--- src/hdl/mbbp_pkg.sv ---
// Shared types and constants for the monochrome bitmap byte packer.
// No dependencies; used by mbbp_out_fifo and mono_bitmap_byte_packer.
package mbbp_pkg;

    localparam int MAX_WIDTH  = 1024;
    localparam int MAX_HEIGHT = 4096;

    localparam int COL_W    = $clog2(MAX_WIDTH);
    localparam int ROW_W    = $clog2(MAX_HEIGHT);
    localparam int WIDTH_W  = 11;
    localparam int HEIGHT_W = 13;
    localparam int CFG_W    = 13;
    localparam int PIX_W    = 8;
    localparam int BYTE_W   = 8;

    localparam logic [WIDTH_W-1:0]  WIDTH_RESET  = 11'd128;
    localparam logic [HEIGHT_W-1:0] HEIGHT_RESET = 13'd64;

    typedef enum logic [1:0] {
        CFG_IMAGE_WIDTH  = 2'd0,
        CFG_IMAGE_HEIGHT = 2'd1,
        CFG_HORIZONTAL   = 2'd2,
        CFG_INVERT       = 2'd3
    } cfg_index_t;

    typedef enum logic [2:0] {
        OP_NONE,
        OP_FIRST,
        OP_ACCUM,
        OP_EMIT,
        OP_HBYTE
    } s1_op_t;

    typedef struct packed {
        logic              push;
        logic [BYTE_W-1:0] data;
    } out_push_t;

endpackage

--- src/hdl/mbbp_out_fifo.sv ---
// Three-word output queue that parts the packing pipeline from the output stream.
// Depends on mbbp_pkg.
module mbbp_out_fifo
(
    input  logic                       clk,
    input  logic                       rst_n,
    input  mbbp_pkg::out_push_t        wr,
    output logic [1:0]                 count,
    output logic                       m_tvalid,
    input  logic                       m_tready,
    output logic [mbbp_pkg::BYTE_W-1:0] m_tdata   // packed_byte [7:0]
);

    localparam logic [1:0] LAST_SLOT = 2'd2;

    logic [mbbp_pkg::BYTE_W-1:0] slot_reg [3];
    logic [1:0] wr_ptr_reg, wr_ptr_next;
    logic [1:0] rd_ptr_reg, rd_ptr_next;
    logic [1:0] count_reg, count_next;
    logic       pop;

    assign pop      = m_tvalid && m_tready;
    assign m_tvalid = (count_reg != 2'd0);
    assign m_tdata  = slot_reg[rd_ptr_reg];
    assign count    = count_reg;

    always_comb
    begin
        wr_ptr_next = wr_ptr_reg;
        rd_ptr_next = rd_ptr_reg;
        count_next  = count_reg;
        if (wr.push)
        begin
            wr_ptr_next = (wr_ptr_reg == LAST_SLOT) ? 2'd0 : wr_ptr_reg + 2'd1;
        end
        if (pop)
        begin
            rd_ptr_next = (rd_ptr_reg == LAST_SLOT) ? 2'd0 : rd_ptr_reg + 2'd1;
        end
        if (wr.push && !pop)
        begin
            count_next = count_reg + 2'd1;
        end
        else if (!wr.push && pop)
        begin
            count_next = count_reg - 2'd1;
        end
    end

    always_ff @(posedge clk or negedge rst_n)
    begin
        if (!rst_n)
        begin
            wr_ptr_reg <= 2'd0;
            rd_ptr_reg <= 2'd0;
            count_reg  <= 2'd0;
        end
        else
        begin
            wr_ptr_reg <= wr_ptr_next;
            rd_ptr_reg <= rd_ptr_next;
            count_reg  <= count_next;
        end
    end

    always_ff @(posedge clk)
    begin
        if (wr.push)
        begin
            slot_reg[wr_ptr_reg] <= wr.data;
        end
    end

endmodule
--- config.mk ---
export PLATFORM = sky130hd
export DESIGN_NAME = mbbp_out_fifo
export DESIGN_NICKNAME = d
export VERILOG_FILES = /design/src/hdl/mbbp_pkg.sv /design/src/hdl/mbbp_out_fifo.sv
export SDC_FILE = /design/constraint.sdc
export NUM_CORES = 1
export LEC_CHECK = 0
export BUFFER_PORTS_ARGS = -buffer_cell sky130_fd_sc_hd__buf_2
export CORE_MARGIN = 10
export CORE_UTILIZATION = 52
export CTS_CLUSTER_DIAMETER = 80
export DETAILED_ROUTE_END_ITERATION = 10
export PLACE_DENSITY = 0.75
export SLEW_MARGIN = 10
export SYNTH_ARGS = -nofsm -noshare
export SYNTH_HDL_FRONTEND = slang
export SYNTH_SLANG_ARGS = --single-unit
--- constraint.sdc ---
create_clock -name clk -period 1.7 [get_ports clk]
set_clock_uncertainty 0.05 [all_clocks]
set_input_delay 0.51 -clock clk [delete_from_list [all_inputs] [get_ports clk]]
set_output_delay 0.51 -clock clk [all_outputs]
set_load 0.03 [all_outputs]
==> metrics.csv, run 1 <==
metric,value,unit
num-fill-cells,186,
synth_nets,89,
cap_violations,0,
slowest_delay,430,ps
wl,2.105,mm
drc_errors,0,
viasPerCell,4.930,
period_share,1.112,
ys_seq_elements,30,
pwr-share-clk,0.144,
rows,17,
gp_congestion,0.7187,
synth_cells,76,
cts_max_level,2,
clockBufferDepth,2,
grt_pass1_vias,753,
final_util,0.6742,
slew_violations,0,
cts-root-buf,clkbuf_4,
num_antenna_cells,0,
p_leak,0.6089,nW
dr.pass1.iters,4,
layout.nets,127,
hp-class,input port to register,
track_usage,0.1038,
cts.clk_slew.worst_paths,90,ps
ir_drop,1.006,mV
ys_types,19,
grt_setup_unrepaired,yes,
die_height,67.43,um
cts_sinks,30,
final_cells,143,
antenna_found_initial,0,
synth.cell_area,0.001170,sq mm
clkLatencyLatePin,320,ps
placement.cell_area,0.001340,sq mm
swShare,0.3889,
syn_area_per_cell,15.39,sq um
arrival,1330,ps
initial_core_util,0.5392,
p_seq_frac,0.388,
required,1140,ps
ant_nets,0,
fin_area,0.001463,sq mm
crit_buf_inv,2,
grt_max_degree,20,
worstSetupPathType,register to primary output,
drt_iter0_markers,22,
grt-ovfl-total,0,
fin_ws,-190.3,ps
synth_warnings,0,
syn_to_final_growth,25.03,%
cp-end-kind,primary output,
die-area,0.004547,sq mm
cp_max_fo,4,
cp_top_family,flip-flops,
start_kind,register,
p_per_area,1824,mW/mm^2
grt_pass1_wl,3.360,mm
outcome,finished with violations,
hpwl,1.402,mm
post-route-min-period,1890,ps
violations,setup timing,
port_buffers,22,
drt-wirelength-per-cell,14.72,um
intPower,1.630,mW
die_w,67.43,um
tightest_slew,315.7,ps
cts_tree,built,
placedCellCount,129,
via_count,705,
cp_slowest_cell,dfrtp_2,
final_hold_viol_count,0,
cp_cell_sequence,buf_6 -> mux2i_1 -> o21ai_1 -> buf_4,
synth_seq_area_share,0.7444,
p_switching,1.037,mW
combPwrFrac,0.468,
timing.fmax,0.5290,GHz
largest_reg_flops,24,
setup_viol,8,
core_area,0.002170,sq mm
slew-limit-headroom,0.7891,
drive_above_1_share,0.3652,
cts_buffers,5,
io-pin-count,23,
p_total,2.667,mW
[per-stage QoR]
step | TNS, ps | setup WS [ps] | hold slack, ps
global placement | 0 | 7.324 | 288.8
CTS | -1495 | -216.0 | 319.9
floorplan | 0 | 15.24 | 164.4
finish | -1412 | -190.3 | 333.0
global route | -2022 | -276.2 | 315.8
detailed placement | -30.26 | -19.81 | 293.9
[cell usage after synthesis, drive strengths merged]
cell	number	area share
nand2b	1	0.0054
inv	1	0.0032
o21ai	10	0.046
nand2	10	0.032
xnor2	1	0.0075
nor3b	1	0.0064
buf	3	0.017
nor2	2	0.0064
mux2i	8	0.068
edfxtp	24	0.62
nor3	2	0.013
a21o	3	0.019
dfrtp	6	0.13
ha	1	0.011
xor2	2	0.015
or2	1	0.0054
[per-layer routing]
layer / vias up / global-route usage / share of wire
met5: - / 0 / 0
met4: 0 / 0.06923 / 0.023
met3: 5 / 0.04132 / 0.066
met2: 19 / 0.1848 / 0.53
met1: 328 / 0.09567 / 0.38
li1: 353 / - / -
[cells by family (layout without fill, tap and decap cells)]
group	count (synthesis)	count (layout)	share of synthesized area
compound gates	13	13	0.06524
buf+inv	4	43	0.02031
mux	8	8	0.06845
xor+xnor	3	3	0.02246
simple gates	17	17	0.06846
flops	30	30	0.7444
fa+ha+maj	1	1	0.01069
[layout by cell type (no fill, tap or decap)]
master,netlist,layout
edfxtp_1,24,24
buf_4,2,18
buf_2,1,14
nand2_1,10,10
o21ai_1,9,9
mux2i_1,8,8
clkbuf_4,0,5
dfrtp_1,6,5
a21o_1,3,3
nor2_1,2,2
xor2_1,2,2
or2_1,1,1
o21ai_2,1,1
inv_1,1,1
nor3_2,1,1
nor3b_1,1,1
nor3_1,1,1
xnor2_1,1,1
nand2b_1,1,1
ha_1,1,1
clkinv_2,0,1
clkinv_1,0,1
clkbuf_1,0,1
dlygate4sd3_1,0,1
dfrtp_2,0,1
buf_6,0,1
[power groups by stage]
| stage | Combinational (mW) | Sequential (mW) | Clock, mW |
|---|---|---|---|
| 2_1_floorplan | 0.724 | 1.10 | 0 |
| 3_3_place_gp | 1.00 | 1.10 | 0 |
| 3_5_place_dp | 1.03 | 1.11 | 0 |
| 4_1_cts | 1.27 | 1.03 | 0.394 |
| 5_1_grt | 1.34 | 1.05 | 0.435 |
| 6_report | 1.25 | 1.04 | 0.383 |
[timing repair]
item                       in CTS  in global routing
pin swaps                       1                  1
setup endpoints to repair       9                  8
hold buffers                    1                  0
hold endpoints to repair        6                  0
setup buffers                   5                  0
gates resized for setup        11                  0
[final timing paths]
path	slack, ps	depth (start not counted)	to	startpoint
max	-190	4	m_tdata[2]	rd_ptr_reg[0]
min	330	1	slot_reg[0][0]	wr[0]
max reg2reg	220	6	count[1]	count[0]
min reg2reg	510	1	wr_ptr_reg[1]	wr_ptr_reg[1]
max in group asynchronous	960	2	rd_ptr_reg[0]	rst_n
min in group asynchronous	480	2	count[0]	rst_n
[layout make-up]
cell class,count,area [sq um],area share
clock buffer,6,41.29,0.02823
clock inverter,2,8.758,0.005988
inverter,1,3.754,0.002566
multi-input combinational,42,275.3,0.1882
sequential,30,872.1,0.5962
tap,28,35.03,0.02395
timing repair buffer,34,226.5,0.1548
Note: power is estimated with default switching activity, not from simulation.
==> run 2, diff against run 1 <==
CORE_UTILIZATION = 51   (was 52)
PLACE_DENSITY = 0.74   (was 0.75)
==> metrics.csv, run 2 (synthesis gave the netlist of run 1 again) <==
metric,value,unit,change
final_util,0.6785,,+0.004305
cts_max_level,2,,unchanged
drt-wirelength-per-cell,14.97,um,+1.7%
cp_max_fo,6,,+2
combPwrFrac,0.481,,+0.013
rrSetupSlack,150,ps,-70 ps
die-area,0.004610,sq mm,+1.4%
layout_common_cells,"edfxtp_1, buf_4, buf_2, nand2_1, o21ai_1",,
largest_reg_flops,24,,unchanged
grt_pass1_vias,752,,-0.13%
syn_to_final_growth,27.06,%,
num-fill-cells,162,,-13%
grt_setup_unrepaired,yes,,
crit_buf_inv,2,,unchanged
dr.pass1.iters,4,,unchanged
cp_slowest_cell,dfrtp_1,,
slew_violations,0,,unchanged
start_kind,register,,
tightest_slew,267.7,ps,-47.97 ps
hp-class,input port to register,,
p_switching,1.036,mW,-0.16%
outcome,finished with violations,,
antenna_found_initial,0,,unchanged
cts_sinks,30,,unchanged
post-route-min-period,1900,ps,+9.686 ps
drt_iter0_markers,28,,+27%
fin_ws,-200.0,ps,-9.686 ps
clockBufferDepth,2,,unchanged
swShare,0.3797,,-0.009161
cts-root-buf,clkbuf_4,,
setup_viol,8,,unchanged
clkLatencyLatePin,330,ps,about the same
rows,17,,unchanged
die_w,67.90,um,+0.69%
timing.fmax,0.5263,GHz,-0.51%
whs,333.7,ps,+0.7790 ps
wl,2.156,mm,+2.4%
violations,setup timing,,
slew-limit-headroom,0.8215,,+0.03241
final_hold_viol_count,0,,unchanged
drc_errors,0,,unchanged
gp_congestion,0.7362,,+2.4%
ir_drop,0.8877,mV,-12%
period_share,1.118,,+0.005698
cap_violations,0,,unchanged
slowest_delay,420,ps,about the same
cp_cell_sequence,buf_12 -> mux2i_1 -> o21ai_1 -> buf_4,,
p_total,2.727,mW,+2.3%
p_per_area,1835,mW/mm^2,+0.61%
hpwl,1.535,mm,+9.5%
pwr-share-clk,0.137,,-0.007
cp-end-kind,primary output,,
die_height,67.90,um,+0.69%
intPower,1.692,mW,+3.8%
worstSetupPathType,register to primary output,,
io-pin-count,23,,unchanged
initial_core_util,0.5340,,-0.005235
track_usage,0.1023,,-0.001498
num_antenna_cells,0,,unchanged
ant_nets,0,,unchanged
port_buffers,22,,unchanged
grt_max_degree,11,,-45%
via_count,716,,+1.6%
grt-ovfl-total,0,,unchanged
arrival,1340,ps,about the same
viasPerCell,4.972,,+0.86%
drive_above_1_share,0.3534,,-0.01177
grt_pass1_wl,3.270,mm,-2.7%
core_area,0.002191,sq mm,+0.98%
cts_buffers,5,,unchanged
cts_tree,built,,
p_seq_frac,0.383,,-0.005
required,1140,ps,about the same
p_leak,0.6192,nW,+1.7%
cts.clk_slew.worst_paths,80,ps,about the same
final_common_cell,edfxtp_1,,
layout.nets,128,,+0.79%
cp_top_family,flip-flops,,
[run 2: per-layer routing]
layer	share of wire	wire, um	vias to the layer above	GRT usage
met5	0	0	-	0
met4	0.023	50	0	0.06784
met3	0.061	132	7	0.05220
met2	0.57	1221	16	0.1843
met1	0.35	752	339	0.08583
li1	-	-	354	-
[run 2: area by class of cell]
class | count | area (sq um) | share of cell area
Multi-Input combinational cell | 42 | 275.3 | 0.1852
Inverter | 1 | 3.754 | 0.002525
Sequential cell | 30 | 870.8 | 0.5859
Timing Repair Buffer | 35 | 252.7 | 0.1700
Tap cell | 28 | 35.03 | 0.02357
Clock buffer | 8 | 48.80 | 0.03283
[run 2: final timing paths]
kind                          startpoint        endpoint  depth (start not counted)
min reg2reg                wr_ptr_reg[0]   wr_ptr_reg[0]                          1
max                        rd_ptr_reg[0]      m_tdata[4]                          4
max reg2reg                     count[0]        count[1]                          6
max in group asynchronous          rst_n   wr_ptr_reg[1]                          2
min                                wr[1]  slot_reg[1][1]                          1
min in group asynchronous          rst_n   rd_ptr_reg[1]                          2
[run 2: through the flow]
| stage | setup slack, ps | std cells | cell area, sq um | setup TNS [ps] |
|---|---|---|---|---|
| after global routing | -295.3 | 144 | 1486 | -2130 |
| after global placement | 168.9 | 132 | 1375 | 0 |
| after floorplan | 15.24 | 76 | 1170 | 0 |
| after CTS | -222.5 | 144 | 1480 | -1460 |
| after detailed placement | 111.3 | 132 | 1375 | 0 |
| final | -200.0 | 144 | 1486 | -1300 |
[run 2: timing repair]
action / 4_1_cts / 5_1_grt
buffers inserted: 3 / 0
gates resized for setup: 9 / 3
endpoints found under the hold margin: 6 / 0
endpoints found under the setup margin: 9 / 9
hold buffers: 1 / 0
pin swaps: 0 / 1
[run 2: power groups by stage]
stage | logic, mW | clock network [mW] | registers [mW]
after floorplan | 0.724 | 0 | 1.10
after global placement | 1.12 | 0 | 1.07
after detailed placement | 1.14 | 0 | 1.08
after CTS | 1.31 | 0.385 | 1.04
after global routing | 1.40 | 0.436 | 1.06
final | 1.31 | 0.373 | 1.04
==> run 3, diff against run 2 <==
HOLD_SLACK_MARGIN = 0.05   (was unset)
SETUP_SLACK_MARGIN = 0.3   (was unset)
clock period = 2.4 ns   (was 1.7 ns; I/O delays follow)
==> metrics.csv, run 3 (synthesis gave the netlist of run 1 again) <==
metric,value,unit,change
die_w,67.90,um,unchanged
hold_buffers,0,,-1
start_kind,register,,
clockBufferDepth,2,,unchanged
initial_core_util,0.5340,,unchanged
final_cells,138,,-4.2%
multi_input_area,275.3,sq um,unchanged
die_height,67.90,um,unchanged
post-route-min-period,2081,ps,
r2r_start,count[0],,
track_usage,0.09079,,-0.01148
timing.fmax,0.4806,GHz,
p_per_area,1286,mW/mm^2,-30%
slew_violations,0,,unchanged
gp_congestion,0.7197,,-2.2%
cts-root-buf,clkbuf_4,,
grt_pass1_vias,666,,-11%
worstSetupPathType,register to primary output,,
ir_drop,0.8114,mV,-8.6%
drive_above_1_share,0.3545,,+0.001097
seq_area,873.3,sq um,+0.29%
core_area,0.002191,sq mm,unchanged
required,1630,ps,+490 ps
clkLatencyLatePin,320,ps,about the same
hpwl,1.398,mm,-8.9%
cts_buffers,5,,unchanged
hp-class,input port to asynchronous set/reset pin,,
rows,17,,unchanged
drt_iter0_markers,16,,-43%
slew-limit-headroom,0.7608,,-0.06068
r2r_end,count[1],,
cp_max_fo,5,,-1
cp-end-kind,primary output,,
via_count,702,,-2.0%
port_buffers,22,,unchanged
syn_to_final_growth,22.03,%,
p_total,1.837,mW,-33%
layout_common_cells,"edfxtp_1, buf_2, buf_4, nand2_1, o21ai_1",,
final_util,0.6516,,-0.02684
cts_max_level,2,,unchanged
tightest_slew,356.8,ps,+89.10 ps
viasPerCell,5.087,,+2.3%
ant_nets,0,,unchanged
num_antenna_cells,0,,unchanged
period_share,0.8669,,
die-area,0.004610,sq mm,unchanged
cap_violations,0,,unchanged
antenna_found_initial,0,,unchanged
grt_max_degree,20,,+9
p_leak,0.5844,nW,-5.6%
final_common_cell,edfxtp_1,,
setup_viol,0,,-8
final_hold_viol_count,0,,unchanged
outcome,completed,,
grt_pass1_wl,3.022,mm,-7.6%
largest_reg_flops,24,,unchanged
placedCellCount,126,,-4.5%
num-fill-cells,170,,+4.9%
cts_tree,built,,
setup_tns,0,ps,+1300 ps
wl,1.986,mm,-7.9%
cts.clk_slew.worst_paths,90,ps,about the same
grt_setup_unrepaired,yes,,
grt-ovfl-total,0,,unchanged
drc_errors,0,,unchanged
cts_sinks,30,,unchanged
rrSetupSlack,960,ps,+810 ps
layout.nets,122,,-4.7%
ff2ff_path_depth,5,,-1
arrival,1310,ps,-30 ps
drt-wirelength-per-cell,14.39,um,-3.9%
dr.pass1.iters,4,,unchanged
io-pin-count,23,,unchanged
==> run 3: layer usage <==
metal | part of all wire | vias up | GRT usage
met2 | 0.54 | 13 | 0.1502
li1 | - | 342 | -
met5 | 0 | - | 0
met4 | 0.029 | 0 | 0.06784
met1 | 0.37 | 339 | 0.09391
met3 | 0.063 | 8 | 0.03100
==> run 3: worst max-delay path by stage <==
stage | start | end | slack (ps) | depth (start not counted)
floorplan | rd_ptr_reg[1] | m_tdata[1] | 510 | 3
global placement | rd_ptr_reg[0] | m_tdata[6] | 460 | 3
detailed placement | rd_ptr_reg[0] | m_tdata[3] | 420 | 3
CTS | rd_ptr_reg[0] | m_tdata[6] | 280 | 4
global route | rd_ptr_reg[0] | m_tdata[5] | 230 | 4
finish | rd_ptr_reg[0] | m_tdata[6] | 320 | 4
==> run 3: cell type report <==
cell class / instances / share of cell area
multi-input combinational: 42 / 0.1928
clock buffer: 6 / 0.02892
tap: 28 / 0.02454
inverter: 1 / 0.002629
clock inverter: 2 / 0.006135
sequential: 30 / 0.6117
timing repair buffer: 29 / 0.1332
==> run 3: what timing repair did <==
item / CTS / global route
buffers inserted: 3 / 1
setup endpoints to repair: 8 / 8
pin swaps: 0 / 3
gates resized for setup: 5 / 14
==> run 3: power by group <==
part	switching [mW]	internal [mW]	total, mW	leakage (nW)
logic	0.458	0.326	0.784	0.262
clock network	0.151	0.110	0.260	0.0297
registers	0.105	0.687	0.792	0.293
total	0.713	1.12	1.84	0.584
==> run 3: stage by stage <==
stage / hold WS [ps] / instance area, sq um / worst slack, ps
detailed placement: 461.0 / 1318 / 423.1
floorplan: 374.4 / 1170 / 505.2
global route: 136.9 / 1428 / 233.6
finish: 157.2 / 1428 / 319.4
CTS: 143.4 / 1398 / 276.8
global placement: 460.5 / 1318 / 456.8
==> run 3: worst max-delay path, cell delays in order, from the launching register on <==
cell and delay, ps:
dfrtp_2 430, buf_6 140, mux2i_1 110, o21ai_1 140, buf_4 180
